===== config.mk =====
export PLATFORM = sky130hd
export DESIGN_NAME = pulse_coupled_oscillator_sync
export DESIGN_NICKNAME = d
export VERILOG_FILES = /design/src/design/pcos_pkg.sv /design/src/design/pcos_cfg_regs.sv /design/src/design/pcos_serial_div.sv /design/src/design/pulse_coupled_oscillator_sync.sv
export SDC_FILE = /design/constraint.sdc
export NUM_CORES = 2
export LEC_CHECK = 0
export ABC_AREA = 1
export BUFFER_PORTS_ARGS = -buffer_cell sky130_fd_sc_hd__buf_2
export CORE_UTILIZATION = 35
export CTS_CLUSTER_SIZE = 16
export DETAILED_ROUTE_END_ITERATION = 10
export GPL_TIMING_DRIVEN = 0
export PLACE_DENSITY = 0.47
export SLEW_MARGIN = 20
export SYNTH_ARGS = -nofsm -noshare
export SYNTH_HDL_FRONTEND = slang
export SYNTH_SLANG_ARGS = --single-unit

===== constraint.sdc =====
create_clock -name clk -period 5.8 [get_ports clk]
set_clock_uncertainty 0.1 [all_clocks]
set_input_delay 0.29 -clock clk [delete_from_list [all_inputs] [get_ports clk]]
set_output_delay 0.29 -clock clk [all_outputs]
set_load 0.05 [all_outputs]

===== src/design/pcos_pkg.sv =====
// Shared types and constants of the pulse-coupled oscillator sync block.
// Used by the register file, the serial divider, the top level and the checker.
package pcos_pkg;

    localparam int TIME_WIDTH_DEFAULT  = 24;
    localparam int COUNT_WIDTH_DEFAULT = 16;
    localparam int FILTER_SAMPLES      = 10;

    localparam int PERIOD_WIDTH     = 23;
    localparam int PEER_WIDTH       = 16;
    localparam int FILTER_SUM_WIDTH = 20;
    localparam logic [FILTER_SUM_WIDTH-1:0] FILTER_SUM_MAX = '1;

    localparam int NOMINAL_WIDTH  = 22;
    localparam int TOL_WIDTH      = 20;
    localparam int CORR_WIDTH     = 21;
    localparam int LED_DUR_WIDTH  = 22;
    localparam int PSD_WIDTH      = 8;
    localparam int PCD_WIDTH      = 8;

    localparam int CFG_INDEX_WIDTH = 3;
    localparam int CFG_DATA_WIDTH  = 22;
    localparam int IN_DATA_WIDTH   = 8;
    localparam int OUT_DATA_WIDTH  = 48;

    // Bit positions of the single-bit result fields in the output beat.
    localparam int OUT_LED_BIT   = 0;
    localparam int OUT_SEND_BIT  = 1;
    localparam int OUT_FLASH_BIT = 2;

    localparam int BASE_FLASH_PERIOD = 1000000;

    localparam logic [NOMINAL_WIDTH-1:0] NOMINAL_PERIOD_RESET =
        NOMINAL_WIDTH'(BASE_FLASH_PERIOD);
    localparam logic [TOL_WIDTH-1:0]     PERIOD_TOL_RESET =
        TOL_WIDTH'(BASE_FLASH_PERIOD / 10);
    localparam logic [CORR_WIDTH-1:0]    MAX_CORR_RESET =
        CORR_WIDTH'(BASE_FLASH_PERIOD / 5);
    localparam logic [LED_DUR_WIDTH-1:0] LED_DUR_RESET = LED_DUR_WIDTH'(70000);
    localparam logic [PSD_WIDTH-1:0]     PSD_RESET     = PSD_WIDTH'(10);
    localparam logic [PCD_WIDTH-1:0]     PCD_RESET     = PCD_WIDTH'(40);

    typedef enum logic [CFG_INDEX_WIDTH-1:0] {
        REG_NOMINAL_PERIOD   = 3'd0,
        REG_PERIOD_WINDOW    = 3'd1,
        REG_CORR_LIMIT       = 3'd2,
        REG_LED_HOLD         = 3'd3,
        REG_PHASE_SHIFT_DIV  = 3'd4,
        REG_PERIOD_CHANGE_DIV = 3'd5
    } cfg_reg_index_t;

    typedef struct packed {
        logic [NOMINAL_WIDTH-1:0] nominal_period;
        logic [TOL_WIDTH-1:0]     period_window;
        logic [CORR_WIDTH-1:0]    corr_limit;
        logic [LED_DUR_WIDTH-1:0] led_hold;
        logic [PSD_WIDTH-1:0]     phase_shift_divisor;
        logic [PCD_WIDTH-1:0]     period_change_divisor;
    } cfg_regs_t;

    typedef struct packed {
        logic busy;
        logic done;
    } div_status_t;

endpackage


===== src/design/pcos_cfg_regs.sv =====
// Configuration register file of the pulse-coupled oscillator sync block.
// Depends on pcos_pkg for register indexes, widths and reset values.
module pcos_cfg_regs
    import pcos_pkg::*;
(
    input  logic                       clk,
    input  logic                       rst_n,
    input  logic                       cfg_valid,
    output logic                       cfg_ready,
    input  logic [CFG_INDEX_WIDTH-1:0] cfg_index,
    input  logic [CFG_DATA_WIDTH-1:0]  cfg_data,
    output cfg_regs_t                  regs
);

    cfg_regs_t regs_reg;
    cfg_regs_t regs_next;

    assign cfg_ready = 1'b1;
    assign regs      = regs_reg;

    always_comb
    begin
        regs_next = regs_reg;
        if (cfg_valid)
        begin
            unique case (cfg_index)
                REG_NOMINAL_PERIOD:
                    regs_next.nominal_period = cfg_data[NOMINAL_WIDTH-1:0];
                REG_PERIOD_WINDOW:
                    regs_next.period_window = cfg_data[TOL_WIDTH-1:0];
                REG_CORR_LIMIT:
                    regs_next.corr_limit = cfg_data[CORR_WIDTH-1:0];
                REG_LED_HOLD:
                    regs_next.led_hold = cfg_data[LED_DUR_WIDTH-1:0];
                REG_PHASE_SHIFT_DIV:
                    regs_next.phase_shift_divisor = cfg_data[PSD_WIDTH-1:0];
                REG_PERIOD_CHANGE_DIV:
                    regs_next.period_change_divisor = cfg_data[PCD_WIDTH-1:0];
                default:
                    regs_next = regs_reg;
            endcase
        end
    end

    always_ff @(posedge clk or negedge rst_n)
    begin
        if (!rst_n)
        begin
            regs_reg.nominal_period        <= NOMINAL_PERIOD_RESET;
            regs_reg.period_window         <= PERIOD_TOL_RESET;
            regs_reg.corr_limit            <= MAX_CORR_RESET;
            regs_reg.led_hold              <= LED_DUR_RESET;
            regs_reg.phase_shift_divisor   <= PSD_RESET;
            regs_reg.period_change_divisor <= PCD_RESET;
        end
        else
        begin
            regs_reg <= regs_next;
        end
    end

endmodule


===== src/design/pcos_serial_div.sv =====
// Bit-serial restoring divider: one quotient bit per cycle, unsigned operands.
// Depends on pcos_pkg for the status struct.
module pcos_serial_div
    import pcos_pkg::*;
#(
    parameter int DVD_W = 25,
    parameter int DVS_W = 24
)
(
    input  logic             clk,
    input  logic             rst_n,
    input  logic             start,
    input  logic [DVD_W-1:0] dividend,
    input  logic [DVS_W-1:0] divisor,
    output logic [DVD_W-1:0] quotient,
    output div_status_t      status
);

    localparam int CNT_W = $clog2(DVD_W);

    logic [CNT_W-1:0] cnt_reg;
    logic             busy_reg;
    logic             done_reg;
    logic [DVD_W-1:0] dq_reg;
    logic [DVS_W-1:0] rem_reg;
    logic [DVS_W-1:0] dvs_reg;

    logic [DVS_W:0]   trial;
    logic             fits;
    logic [DVS_W:0]   diff;
    logic [DVD_W-1:0] dq_next;
    logic [DVS_W-1:0] rem_next;

    // The dividend shifts out at the top while quotient bits shift in below.
    always_comb
    begin
        trial    = {rem_reg, dq_reg[DVD_W-1]};
        fits     = (trial >= {1'b0, dvs_reg});
        diff     = trial - {1'b0, dvs_reg};
        rem_next = fits ? diff[DVS_W-1:0] : trial[DVS_W-1:0];
        dq_next  = {dq_reg[DVD_W-2:0], fits};
    end

    always_ff @(posedge clk or negedge rst_n)
    begin
        if (!rst_n)
        begin
            busy_reg <= 1'b0;
            done_reg <= 1'b0;
            cnt_reg  <= '0;
        end
        else
        begin
            done_reg <= 1'b0;
            if (start && !busy_reg)
            begin
                busy_reg <= 1'b1;
                cnt_reg  <= CNT_W'(DVD_W - 1);
            end
            else if (busy_reg)
            begin
                if (cnt_reg == '0)
                begin
                    busy_reg <= 1'b0;
                    done_reg <= 1'b1;
                end
                else
                begin
                    cnt_reg <= cnt_reg - 1'b1;
                end
            end
        end
    end

    always_ff @(posedge clk)
    begin
        if (start && !busy_reg)
        begin
            dq_reg  <= dividend;
            rem_reg <= '0;
            dvs_reg <= divisor;
        end
        else if (busy_reg)
        begin
            dq_reg  <= dq_next;
            rem_reg <= rem_next;
        end
    end

    assign quotient    = dq_reg;
    assign status.busy = busy_reg;
    assign status.done = done_reg;

endmodule


===== src/design/pulse_coupled_oscillator_sync.sv =====
// Top level of the pulse-coupled oscillator sync block: sequencer and datapath.
// Depends on pcos_pkg, pcos_cfg_regs and pcos_serial_div.
//
// Each input beat is one microsecond tick and carries pulse_seen, a flag that a
// peer flash pulse was heard during that tick; each tick yields exactly one
// output beat with the LED state, the send-pulse and flash-start flags, the
// adapted period and the filtered peer count. The phase counter advances once
// per tick; a heard pulse is echoed at once and its early or late timing error
// is weakened by phase_shift_divisor and the filtered peer count, clamped to
// the correction limit, taken off the phase and passed in part to the period,
// which stays within nominal_period plus or minus the period window. When the
// phase passes the period with the LED dark, the block flashes, restarts the
// phase, sends its own pulse and refreshes the peer filter; the LED goes dark
// once the phase passes the LED hold time. All three divisions run one bit per
// cycle through a single shared restoring divider with a MAG-bit dividend,
// where MAG is max(TIME_WIDTH, 23) + 1 (25 at the default widths). A tick
// without a pulse or a flash passes through the idle, flash-check and output
// states; a pulse adds a setup state and two divider passes and a flash adds
// one pass, and the output state waits while the output side stalls. One tick
// is processed at a time; its finished beat waits in an output register, so
// the next tick is accepted while that beat has not yet been taken.
// Configuration writes are always accepted and should be made only while no
// tick is in flight.
module pulse_coupled_oscillator_sync
    import pcos_pkg::*;
#(
    parameter int TIME_WIDTH  = TIME_WIDTH_DEFAULT,
    parameter int COUNT_WIDTH = COUNT_WIDTH_DEFAULT
)
(
    input  logic                       clk,
    input  logic                       rst_n,
    input  logic                       s_axis_tvalid,
    output logic                       s_axis_tready,
    // Bits from the lowest up: pulse_seen (1), zero fill (7).
    input  logic [IN_DATA_WIDTH-1:0]   s_axis_tdata,
    output logic                       m_axis_tvalid,
    input  logic                       m_axis_tready,
    // Bits from the lowest up: led_lit (1), send_pulse (1), flash_start (1),
    // current_period (23), peer_estimate (16), zero fill (6).
    output logic [OUT_DATA_WIDTH-1:0]  m_axis_tdata,
    input  logic                       cfg_valid,
    output logic                       cfg_ready,
    input  logic [CFG_INDEX_WIDTH-1:0] cfg_index,
    input  logic [CFG_DATA_WIDTH-1:0]  cfg_data
);

    localparam int ERR_W = ((TIME_WIDTH > PERIOD_WIDTH) ? TIME_WIDTH : PERIOD_WIDTH) + 2;
    localparam int MAG_W = ERR_W - 1;
    localparam int DVS_W = PSD_WIDTH + COUNT_WIDTH;
    localparam int PA_W  = PERIOD_WIDTH + 2;
    localparam int SUM_W = ((FILTER_SUM_WIDTH > COUNT_WIDTH) ? FILTER_SUM_WIDTH
                                                             : COUNT_WIDTH) + 1;
    localparam int QB_W  = (MAG_W > COUNT_WIDTH) ? MAG_W : COUNT_WIDTH;

    localparam logic signed [TIME_WIDTH-1:0] PH_TOP = {1'b0, {(TIME_WIDTH-1){1'b1}}};
    localparam logic signed [ERR_W-1:0] PH_MAX = signed'(ERR_W'(PH_TOP));
    localparam logic signed [ERR_W-1:0] PH_MIN = ~PH_MAX;
    localparam logic [COUNT_WIDTH-1:0] CNT_MAX = '1;

    typedef enum logic [2:0] {
        S_IDLE,
        S_PULSE,
        S_DIV_ERR,
        S_DIV_PER,
        S_FLASH,
        S_DIV_FILT,
        S_OUT
    } state_t;

    cfg_regs_t   cfg;
    div_status_t div_status;
    logic [MAG_W-1:0] div_quotient;

    logic             div_go;
    logic             div_start;
    logic [MAG_W-1:0] div_dividend;
    logic [DVS_W-1:0] div_divisor;

    state_t                        state_reg, state_next;
    logic signed [TIME_WIDTH-1:0]  phase_reg, phase_next;
    logic [PERIOD_WIDTH-1:0]       adapted_reg, adapted_next;
    logic                          led_reg, led_next;
    logic [COUNT_WIDTH-1:0]        pulses_reg, pulses_next;
    logic [FILTER_SUM_WIDTH-1:0]   fsum_reg, fsum_next;
    logic [COUNT_WIDTH-1:0]        fpeers_reg, fpeers_next;
    logic                          err_neg_reg, err_neg_next;
    logic [CORR_WIDTH-1:0]         corr_reg, corr_next;
    logic                          send_reg, send_next;
    logic                          flash_reg, flash_next;
    logic                          out_valid_reg, out_valid_next;
    logic [OUT_DATA_WIDTH-1:0]     out_data_reg, out_data_next;

    logic                          in_beat;
    logic signed [TIME_WIDTH-1:0]  phase_inc;
    logic signed [ERR_W-1:0]       phase_ext;
    logic signed [ERR_W-1:0]       per_ext;
    logic signed [ERR_W-1:0]       half_ext;
    logic signed [ERR_W-1:0]       dur_ext;
    logic                          early;
    logic signed [ERR_W-1:0]       err_c;
    logic signed [ERR_W-1:0]       err_negated;
    logic [MAG_W-1:0]              err_mag;
    logic [PSD_WIDTH-1:0]          psd_eff;
    logic [PCD_WIDTH-1:0]          pcd_eff;
    logic [COUNT_WIDTH-1:0]        fpeers_eff;
    logic [DVS_W-1:0]              err_divisor;
    logic [CORR_WIDTH-1:0]         corr_c;
    logic signed [ERR_W-1:0]       corr_ext;
    logic signed [ERR_W-1:0]       ph_adj;
    logic signed [TIME_WIDTH-1:0]  phase_sat;
    logic signed [PA_W-1:0]        per_s;
    logic signed [PA_W-1:0]        step_s;
    logic signed [PA_W-1:0]        p_c;
    logic signed [PA_W-1:0]        lo_s;
    logic signed [PA_W-1:0]        hi_s;
    logic signed [PA_W-1:0]        p_clamped;
    logic                          flash_cond;
    logic [SUM_W-1:0]              sum_c;
    logic [FILTER_SUM_WIDTH-1:0]   sum_sat;
    logic [QB_W-1:0]               q_big;
    logic [COUNT_WIDTH-1:0]        fpeers_sat;
    logic                          out_load;

    pcos_cfg_regs u_cfg_regs (
        .clk       (clk),
        .rst_n     (rst_n),
        .cfg_valid (cfg_valid),
        .cfg_ready (cfg_ready),
        .cfg_index (cfg_index),
        .cfg_data  (cfg_data),
        .regs      (cfg)
    );

    pcos_serial_div #(
        .DVD_W (MAG_W),
        .DVS_W (DVS_W)
    ) u_div (
        .clk      (clk),
        .rst_n    (rst_n),
        .start    (div_start),
        .dividend (div_dividend),
        .divisor  (div_divisor),
        .quotient (div_quotient),
        .status   (div_status)
    );

    assign s_axis_tready = (state_reg == S_IDLE);
    assign in_beat       = s_axis_tvalid && s_axis_tready;
    assign m_axis_tvalid = out_valid_reg;
    assign m_axis_tdata  = out_data_reg;
    assign div_start     = div_go && !div_status.busy;

    // Datapath terms shared by several states.
    always_comb
    begin
        phase_inc = (phase_reg == PH_TOP) ? phase_reg : phase_reg + 1'b1;

        phase_ext = ERR_W'(phase_reg);
        per_ext   = signed'(ERR_W'(adapted_reg));
        half_ext  = signed'(ERR_W'(adapted_reg >> 1));
        dur_ext   = signed'(ERR_W'(cfg.led_hold));

        // Early when the phase lies in the first half of the period, else late.
        early       = !phase_reg[TIME_WIDTH-1] && (phase_ext < half_ext);
        err_c       = early ? phase_ext : phase_ext - per_ext;
        err_negated = -err_c;
        err_mag     = err_c[ERR_W-1] ? MAG_W'(err_negated) : MAG_W'(err_c);

        psd_eff     = (cfg.phase_shift_divisor == '0) ? PSD_WIDTH'(1)
                                                      : cfg.phase_shift_divisor;
        pcd_eff     = (cfg.period_change_divisor == '0) ? PCD_WIDTH'(1)
                                                        : cfg.period_change_divisor;
        fpeers_eff  = (fpeers_reg == '0) ? COUNT_WIDTH'(1) : fpeers_reg;
        // Two truncating divisions in a row equal one by the product.
        err_divisor = DVS_W'(psd_eff) * DVS_W'(fpeers_eff);

        corr_c = (div_quotient > MAG_W'(cfg.corr_limit))
                 ? cfg.corr_limit : div_quotient[CORR_WIDTH-1:0];

        corr_ext = signed'(ERR_W'(corr_reg));
        ph_adj   = err_neg_reg ? phase_ext + corr_ext : phase_ext - corr_ext;
        if (ph_adj > PH_MAX)
            phase_sat = PH_TOP;
        else if (ph_adj < PH_MIN)
            phase_sat = ~PH_TOP;
        else
            phase_sat = ph_adj[TIME_WIDTH-1:0];

        per_s  = signed'(PA_W'(adapted_reg));
        step_s = signed'(PA_W'(div_quotient[CORR_WIDTH-1:0]));
        p_c    = err_neg_reg ? per_s - step_s : per_s + step_s;
        lo_s   = signed'(PA_W'(cfg.nominal_period)) - signed'(PA_W'(cfg.period_window));
        if (lo_s[PA_W-1])
            lo_s = '0;
        hi_s   = signed'(PA_W'(cfg.nominal_period)) + signed'(PA_W'(cfg.period_window));
        if (p_c < lo_s)
            p_clamped = lo_s;
        else if (p_c > hi_s)
            p_clamped = hi_s;
        else
            p_clamped = p_c;

        // A negative phase never exceeds a non-negative limit, as the rule of
        // treating it as zero requires.
        flash_cond = !led_reg && (phase_ext > per_ext);

        sum_c   = SUM_W'(fsum_reg) + SUM_W'(pulses_reg) - SUM_W'(fpeers_reg);
        sum_sat = (sum_c > SUM_W'(FILTER_SUM_MAX)) ? FILTER_SUM_MAX
                                                  : sum_c[FILTER_SUM_WIDTH-1:0];

        q_big      = QB_W'(div_quotient);
        fpeers_sat = (q_big > QB_W'(CNT_MAX)) ? CNT_MAX : q_big[COUNT_WIDTH-1:0];

        out_load = (state_reg == S_OUT) && (!out_valid_reg || m_axis_tready);
    end

    // Sequencer.
    always_comb
    begin
        state_next     = state_reg;
        phase_next     = phase_reg;
        adapted_next   = adapted_reg;
        led_next       = led_reg;
        pulses_next    = pulses_reg;
        fsum_next      = fsum_reg;
        fpeers_next    = fpeers_reg;
        err_neg_next   = err_neg_reg;
        corr_next      = corr_reg;
        send_next      = send_reg;
        flash_next     = flash_reg;
        out_valid_next = out_valid_reg && !m_axis_tready;
        out_data_next  = out_data_reg;
        div_go         = 1'b0;
        div_dividend   = err_mag;
        div_divisor    = err_divisor;

        unique case (state_reg)
            S_IDLE:
            begin
                if (in_beat)
                begin
                    phase_next = phase_inc;
                    send_next  = s_axis_tdata[0];
                    flash_next = 1'b0;
                    state_next = s_axis_tdata[0] ? S_PULSE : S_FLASH;
                end
            end
            S_PULSE:
            begin
                err_neg_next = err_c[ERR_W-1];
                if (pulses_reg != CNT_MAX)
                    pulses_next = pulses_reg + 1'b1;
                div_go       = 1'b1;
                div_dividend = err_mag;
                div_divisor  = err_divisor;
                state_next   = S_DIV_ERR;
            end
            S_DIV_ERR:
            begin
                if (div_status.done)
                begin
                    corr_next    = corr_c;
                    div_go       = 1'b1;
                    div_dividend = MAG_W'(corr_c);
                    div_divisor  = DVS_W'(pcd_eff);
                    state_next   = S_DIV_PER;
                end
            end
            S_DIV_PER:
            begin
                if (div_status.done)
                begin
                    phase_next   = phase_sat;
                    adapted_next = p_clamped[PERIOD_WIDTH-1:0];
                    state_next   = S_FLASH;
                end
            end
            S_FLASH:
            begin
                if (flash_cond)
                begin
                    led_next     = 1'b1;
                    phase_next   = '0;
                    send_next    = 1'b1;
                    flash_next   = 1'b1;
                    fsum_next    = sum_sat;
                    pulses_next  = '0;
                    div_go       = 1'b1;
                    div_dividend = MAG_W'(sum_sat);
                    div_divisor  = DVS_W'(FILTER_SAMPLES);
                    state_next   = S_DIV_FILT;
                end
                else
                begin
                    if (led_reg && (phase_ext > dur_ext))
                        led_next = 1'b0;
                    state_next = S_OUT;
                end
            end
            S_DIV_FILT:
            begin
                if (div_status.done)
                begin
                    fpeers_next = fpeers_sat;
                    state_next  = S_OUT;
                end
            end
            S_OUT:
            begin
                if (out_load)
                begin
                    out_valid_next = 1'b1;
                    out_data_next  = OUT_DATA_WIDTH'({PEER_WIDTH'(fpeers_reg), adapted_reg,
                                                      flash_reg, send_reg, led_reg});
                    state_next     = S_IDLE;
                end
            end
            default:
            begin
                state_next = S_IDLE;
            end
        endcase
    end

    always_ff @(posedge clk or negedge rst_n)
    begin
        if (!rst_n)
        begin
            state_reg     <= S_IDLE;
            phase_reg     <= '0;
            adapted_reg   <= PERIOD_WIDTH'(NOMINAL_PERIOD_RESET);
            led_reg       <= 1'b0;
            pulses_reg    <= '0;
            fsum_reg      <= '0;
            fpeers_reg    <= '0;
            err_neg_reg   <= 1'b0;
            corr_reg      <= '0;
            send_reg      <= 1'b0;
            flash_reg     <= 1'b0;
            out_valid_reg <= 1'b0;
            out_data_reg  <= '0;
        end
        else
        begin
            state_reg     <= state_next;
            phase_reg     <= phase_next;
            adapted_reg   <= adapted_next;
            led_reg       <= led_next;
            pulses_reg    <= pulses_next;
            fsum_reg      <= fsum_next;
            fpeers_reg    <= fpeers_next;
            err_neg_reg   <= err_neg_next;
            corr_reg      <= corr_next;
            send_reg      <= send_next;
            flash_reg     <= flash_next;
            out_valid_reg <= out_valid_next;
            out_data_reg  <= out_data_next;
        end
    end

endmodule


* Yosys cells after proc, flatten, opt, wreduce, memory -nomap -nowiden *
Cells that the tools add are included.

word-level totals
  flip-flop bits (word level) = 351
  input port bits = 38
  output and inout port bits = 51
  word-level logic and storage cells = 176

cells by class
  $add $sub $neg = 14
  multiply operators = 1
  $lt $le $gt $ge = 11
  equal/unequal tests = 22
  muxes and demuxes = 61
  reduce and logical (&&, ||, !) cells = 42

operators by type and width
  operator               number
  $mux 24                10
  $mux 25                6
  $pmux 24 s3            1
  $mux 16                4
  $mux 26                2
  $pmux 25 s2            1
  $pmux 24 s2            1
  $mux 23                2
  $pmux 16 s2            1
  $gt 26x24->1 const B   1
  $lt 26x24->1 const B   1
  $reduce_and 2->1       13
  $add 24x22->25         1
  $ge 25x24->1           1
  $gt 25x16->1 const B   1
  $gt 25x21->1           1
  $gt 25x24->1           1
  $lt 25x25->1           1
  $neg 25->25            1
  $sub 24x22->25         1
  $sub 24x24->25         1
  $add 23x21->24         1
  $add 24x1->24 const B  1
  $eq 24x24->1 const B   1
  other kinds (40)       96

* Depth between registers and ports, before layout *
  depth after elaboration = 8
  depth in mapped cells = 33
  depth with buffers taken out = 32

* Cells and area by module *
From an unflattened synthesis, not the netlist that was laid out.

unflattened totals
  cell total of the unflattened synthesis = 5472
  area, all modules = 36337.4 um2

by module, submodules not included
  module                         times used  cells an instance  area an instance (um2)  sequential area each (um2)
  pulse_coupled_oscillator_sync  1           4295               27141.0                 4262.8
  pcos_serial_div                1           725                5193.7                  2127.0
  pcos_cfg_regs                  1           452                4002.6                  2563.7

* Worst setup path after synthesis *
OpenSTA, ideal clock, no wires.

  path kind = flip-flop to flip-flop
  start point = register fpeers_reg[8]
  end point = register u_div.dvs_reg[23] (data pin)
  data arrival time = 4901 ps
  data required time = 5434 ps
  slack = 533 ps
  cell stages (with the launch flop) = 26
  clock period less this slack = 5267 ps
  path through = dfrtp_1 clkbuf_1 nor4_1 nand4_1 nand2_1 nand2_1 fa_1 fa_1 inv_1 fa_1 inv_1 fa_1 inv_1 ha_1 nand2_1 nor2_1 a21oi_1 o21ai_0 nand3_1 and2_1 o21bai_1 nand2_1 nand2_1 a31oi_1 xor2_1 nor2_1

between the ends
  cells in the longest elaborated chain, start to end = 5
  elaborated cells between the ends (all ways) = 6
  classes of those cells = 1 x mul; 4 x mux; 1 x reduce/logical

RTL lines
  item                        line                                                                        text
  start: declaration          pulse_coupled_oscillator_sync.sv:86                                         logic [COUNT_WIDTH-1:0] fpeers_reg, fpeers_next;
  start signal: assignment    pulse_coupled_oscillator_sync.sv:352                                        fpeers_reg <= fpeers_next;
  $logic_not 16->1            pulse_coupled_oscillator_sync.sv:174                                        fpeers_eff = (fpeers_reg == '0) ? COUNT_WIDTH'(1) : fpeers_reg;
  $mux 16 *                   pulse_coupled_oscillator_sync.sv:174
  $mul 8x16->24 *             pulse_coupled_oscillator_sync.sv:176                                        err_divisor = DVS_W'(psd_eff) * DVS_W'(fpeers_eff);
  $mux 24 (on tied branches)  pulse_coupled_oscillator_sync.sv:281, pulse_coupled_oscillator_sync.sv:261
  $pmux 24 s2 *               pulse_coupled_oscillator_sync.sv:238                                        unique case (state_reg)
  named net div_divisor[23]   pulse_coupled_oscillator_sync.sv:78                                         logic [DVS_W-1:0] div_divisor;
  end signal: assignment      pcos_serial_div.sv:81                                                       dvs_reg <= divisor;
  end: declaration            pcos_serial_div.sv:26                                                       logic [DVS_W-1:0] dvs_reg;

The timed path passes the listed nets; every way through them passes the cells marked *.
A chain may end at the register's enable or synchronous reset.

* Final worst setup path *
  start point = register err_neg_reg
  end point = register phase_reg[21]

between the ends
  cells in the longest elaborated chain, start to end = 6
  elaborated cells between the ends (all ways) = 7
  classes of those cells = 2 x order compare; 5 x mux

RTL lines
  item                      line                                  text
  start: declaration        pulse_coupled_oscillator_sync.sv:87   logic err_neg_reg, err_neg_next;
  start signal: assignment  pulse_coupled_oscillator_sync.sv:353  err_neg_reg <= err_neg_next;
  $mux 26 *                 pulse_coupled_oscillator_sync.sv:182  ph_adj = err_neg_reg ? phase_ext + corr_ext : phase_ext - corr_ext;
  $lt 26x24->1              pulse_coupled_oscillator_sync.sv:185  else if (ph_adj < PH_MIN)
  $mux 24                   pulse_coupled_oscillator_sync.sv:185
  $mux 24 *                 pulse_coupled_oscillator_sync.sv:183  if (ph_adj > PH_MAX)
  $mux 24 *                 pulse_coupled_oscillator_sync.sv:272  if (div_status.done)
  $pmux 24 s3 *             pulse_coupled_oscillator_sync.sv:238
  end signal: assignment    pulse_coupled_oscillator_sync.sv:347  phase_reg <= phase_next;
  end: declaration          pulse_coupled_oscillator_sync.sv:81   logic signed [TIME_WIDTH-1:0] phase_reg, phase_next;

Mark *: on every way between the ends. The rest lies on a longest branch, timed or not. The select of a mux whose other input is x is not followed.

==> out/metrics.yaml <==
ys_async_sr_fraction_pct: 79.20
worst_ep_required_time_ns: 6.24
core_area_um2: 96710
hpwlAfterDp_um: 106700
grt_overflow_total: 0
post_drt_wl_per_cell_um: 20.50
gp_congestion: 0.9521
port_buffers: 74
crit_chain: "inv_1, clkbuf_1, clkbuf_2, buf_1, o31ai_1, o21ai_0, xor2_1, ha_1, a21oi_1, o21a_1, nor2_1, nor3_1, nand3_1, xor2_1, inv_1, a21oi_1, buf_2, nand2_1, a32oi_1"
synthTopCellsByArea: "dfrtp_1 (18%), nand2_1 (13%), ha_1 (12%)"
synth.distinct_cells: 69
synth_top_area_share_pct: 17.70
drv_cap: 0
grtUsageTotal_pct: 26.30
max_stage_delay_ns: 0.57
setup_ws_ns: 0.2920
finalSetupViolCount: 0
drive_gt1_share_pct: 6.821
end_kind: "flop"
clk_path_buf_depth: 3
antenna_found_initial: 8
worst_slew_pin_slew_ns: 1.168
synth_most_common_cell: "nand2_1"
path_class: "flop to flop"
die_w_um: 314.7
place_ws_ns: -0.4264
largest_reg_flops: 101
ant_nets: 0
num_vias: 32430
cts_tree: "done"
drc: 0
grt_pass1_vias: 31790
slew_viol_final: 0
ys_warn_count: 0
die_area_um2: 99000
area_growth_pct: 11.45
ys.flop_type: "dfrtp_1"
insertion_delay_ns: 0.65
synth_commonest_cells: "nand2_1 (1197), inv_1 (841), o21ai_0 (394)"
start_util_pct: 35.38
yosysSeqAreaShare_pct: 26.17
crit_fanout: 10
synth_area_per_cell_um2: 6.962
clock_sinks: 351
rows: 114
clk_pin_slew_ns: 0.07
io_pins: 89
critPathLaunchType: "flop"
yosys_register_bits: 351
finalCritPeriodShare_pct: 94.96
maxSlewHeadroom_pct: 21.85
grt_pass1_wl_um: 195900
cts_root_buffer: "clkbuf_16"
hold_class: "input port to asynchronous set/reset pin"
syn_area_um2: 34210
yosysTopAreaCell: "dfrtp_1"
h-tree-depth: 2
avgViaCountPerCell: 5.094
syn_inst: 4914
fmax_ghz: 0.1816
drt_first_pass_iters: 6
grt_setup_unrepaired: "yes"
fin_crit_ns: 5.508
drt_iter0_markers: 2259
wirelength_um: 130500
synth-edff-count: 49
cts_made_buffers: 47
die_y_um: 314.7
grt_max_degree: 87
fin_nets: 5525
status: "completed"
final-hold-violation-count: 0
cpMaxStageDelayCell: "dfrtp_1"
critical_path_arrival_ns: 5.95
[worst max-delay path, delay by kind of cell (launching register included)]
kind | cells | cell delay [ns]
AO/OA/AOI/OAI | 6 | 1.43
XOR/XNOR | 2 | 0.36
adder cells (fa/ha/maj) | 1 | 0.33
buffers and inverters | 6 | 2.06
flip-flops | 1 | 0.57
AND/OR/NAND/NOR | 4 | 0.54
[cells by family (layout without fill, tap and decap cells)]
family | count (synthesis) | after routing | share of synthesized area [%]
and+or+nand+nor | 2012 | 2012 | 24.65
buffers and inverters | 1013 | 1181 | 11.35
AOI/OAI and AO/OA | 931 | 931 | 15.15
adders and majority gates | 439 | 439 | 18.40
DFF | 351 | 351 | 26.17
xor gates and xnor gates | 164 | 164 | 4.198
other | 2 | 11 | 0.02195
muxes | 2 | 2 | 0.06217
[per-layer routing]
layer	part of all wire, %	vias up	track usage, %
li1	-	16130	-
met4	3.5	2	9.510
met5	0.010	-	0
met2	45	744	42.06
met1	47	15360	36.15
met3	5.1	207	3.467
[area by class of cell]
type	count	area, um2
Fill cell	10510	58580
Multi-Input combinational cell	3555	21450
Sequential cell	351	8977
Inverter	855	3213
Tap cell	1276	1597
Clock buffer	65	1345
Timing Repair Buffer	102	703.2
Buffer	136	611.8
Clock inverter	23	224.0
Antenna cell	4	10.01
[metrics by stage]
step	util [%]	cell area, um2	hold WS (ns)	setup TNS, ns	instances
global placement	37.43	36200	0.3631	-325.07	6269
CTS	39.27	37980	0.001562	-0.008551	6357
detailed placement	37.58	36340	0.1084	-1.932	6274
global route	39.42	38120	0.05053	-0.06993	6363
floorplan	-	34230	-0.1056	0	4919
finish	39.43	38130	0.01242	0	6367
[worst paths after layout]
path	start	to	slack, ns	cells after the start
setup reg to reg	err_neg_reg	phase_reg[21]	0.29	19
hold reg to reg	m_axis_tdata[5]	m_axis_tdata[5]	0.38	2
setup / recovery	err_neg_reg	phase_reg[21]	0.29	19
min in group clk	cfg_data[12]	u_cfg_regs.regs[91]	0.05	3
max in group asynchronous	rst_n	u_cfg_regs.regs[24]	4.31	4
hold / removal	rst_n	u_cfg_regs.regs[13]	0.01	2
[layout by cell type, fill, tap and decap left out, types with 24 or more instances in the layout]
| master | instances |
|---|---|
| nand2_1 | 1197 |
| inv_1 | 840 |
| o21ai_0 | 389 |
| ha_1 | 332 |
| a21oi_1 | 322 |
| nor2_1 | 322 |
| nand3_1 | 265 |
| dfrtp_1 | 225 |
| xor2_1 | 119 |
| fa_1 | 107 |
| buf_2 | 104 |
| clkbuf_1 | 87 |
| nor3_1 | 83 |
| edfxtp_1 | 49 |
| clkbuf_16 | 48 |
| xnor2_1 | 45 |
| nand4_1 | 44 |
| a22oi_1 | 37 |
| dfstp_2 | 36 |
| o21bai_1 | 27 |
| a31oi_1 | 26 |
| nor4_1 | 25 |
| dfxtp_1 | 24 |
[repair_timing]
item,CTS,global route
buffers inserted,0,12
pin swaps,0,1
resized for setup,9,42
hold endpoints to repair,148,0
hold buffers,11,0
setup endpoints to repair,29,55
Power is not shown: default switching activity piles up to over one toggle a cycle in this logic, so the estimate is an artifact.
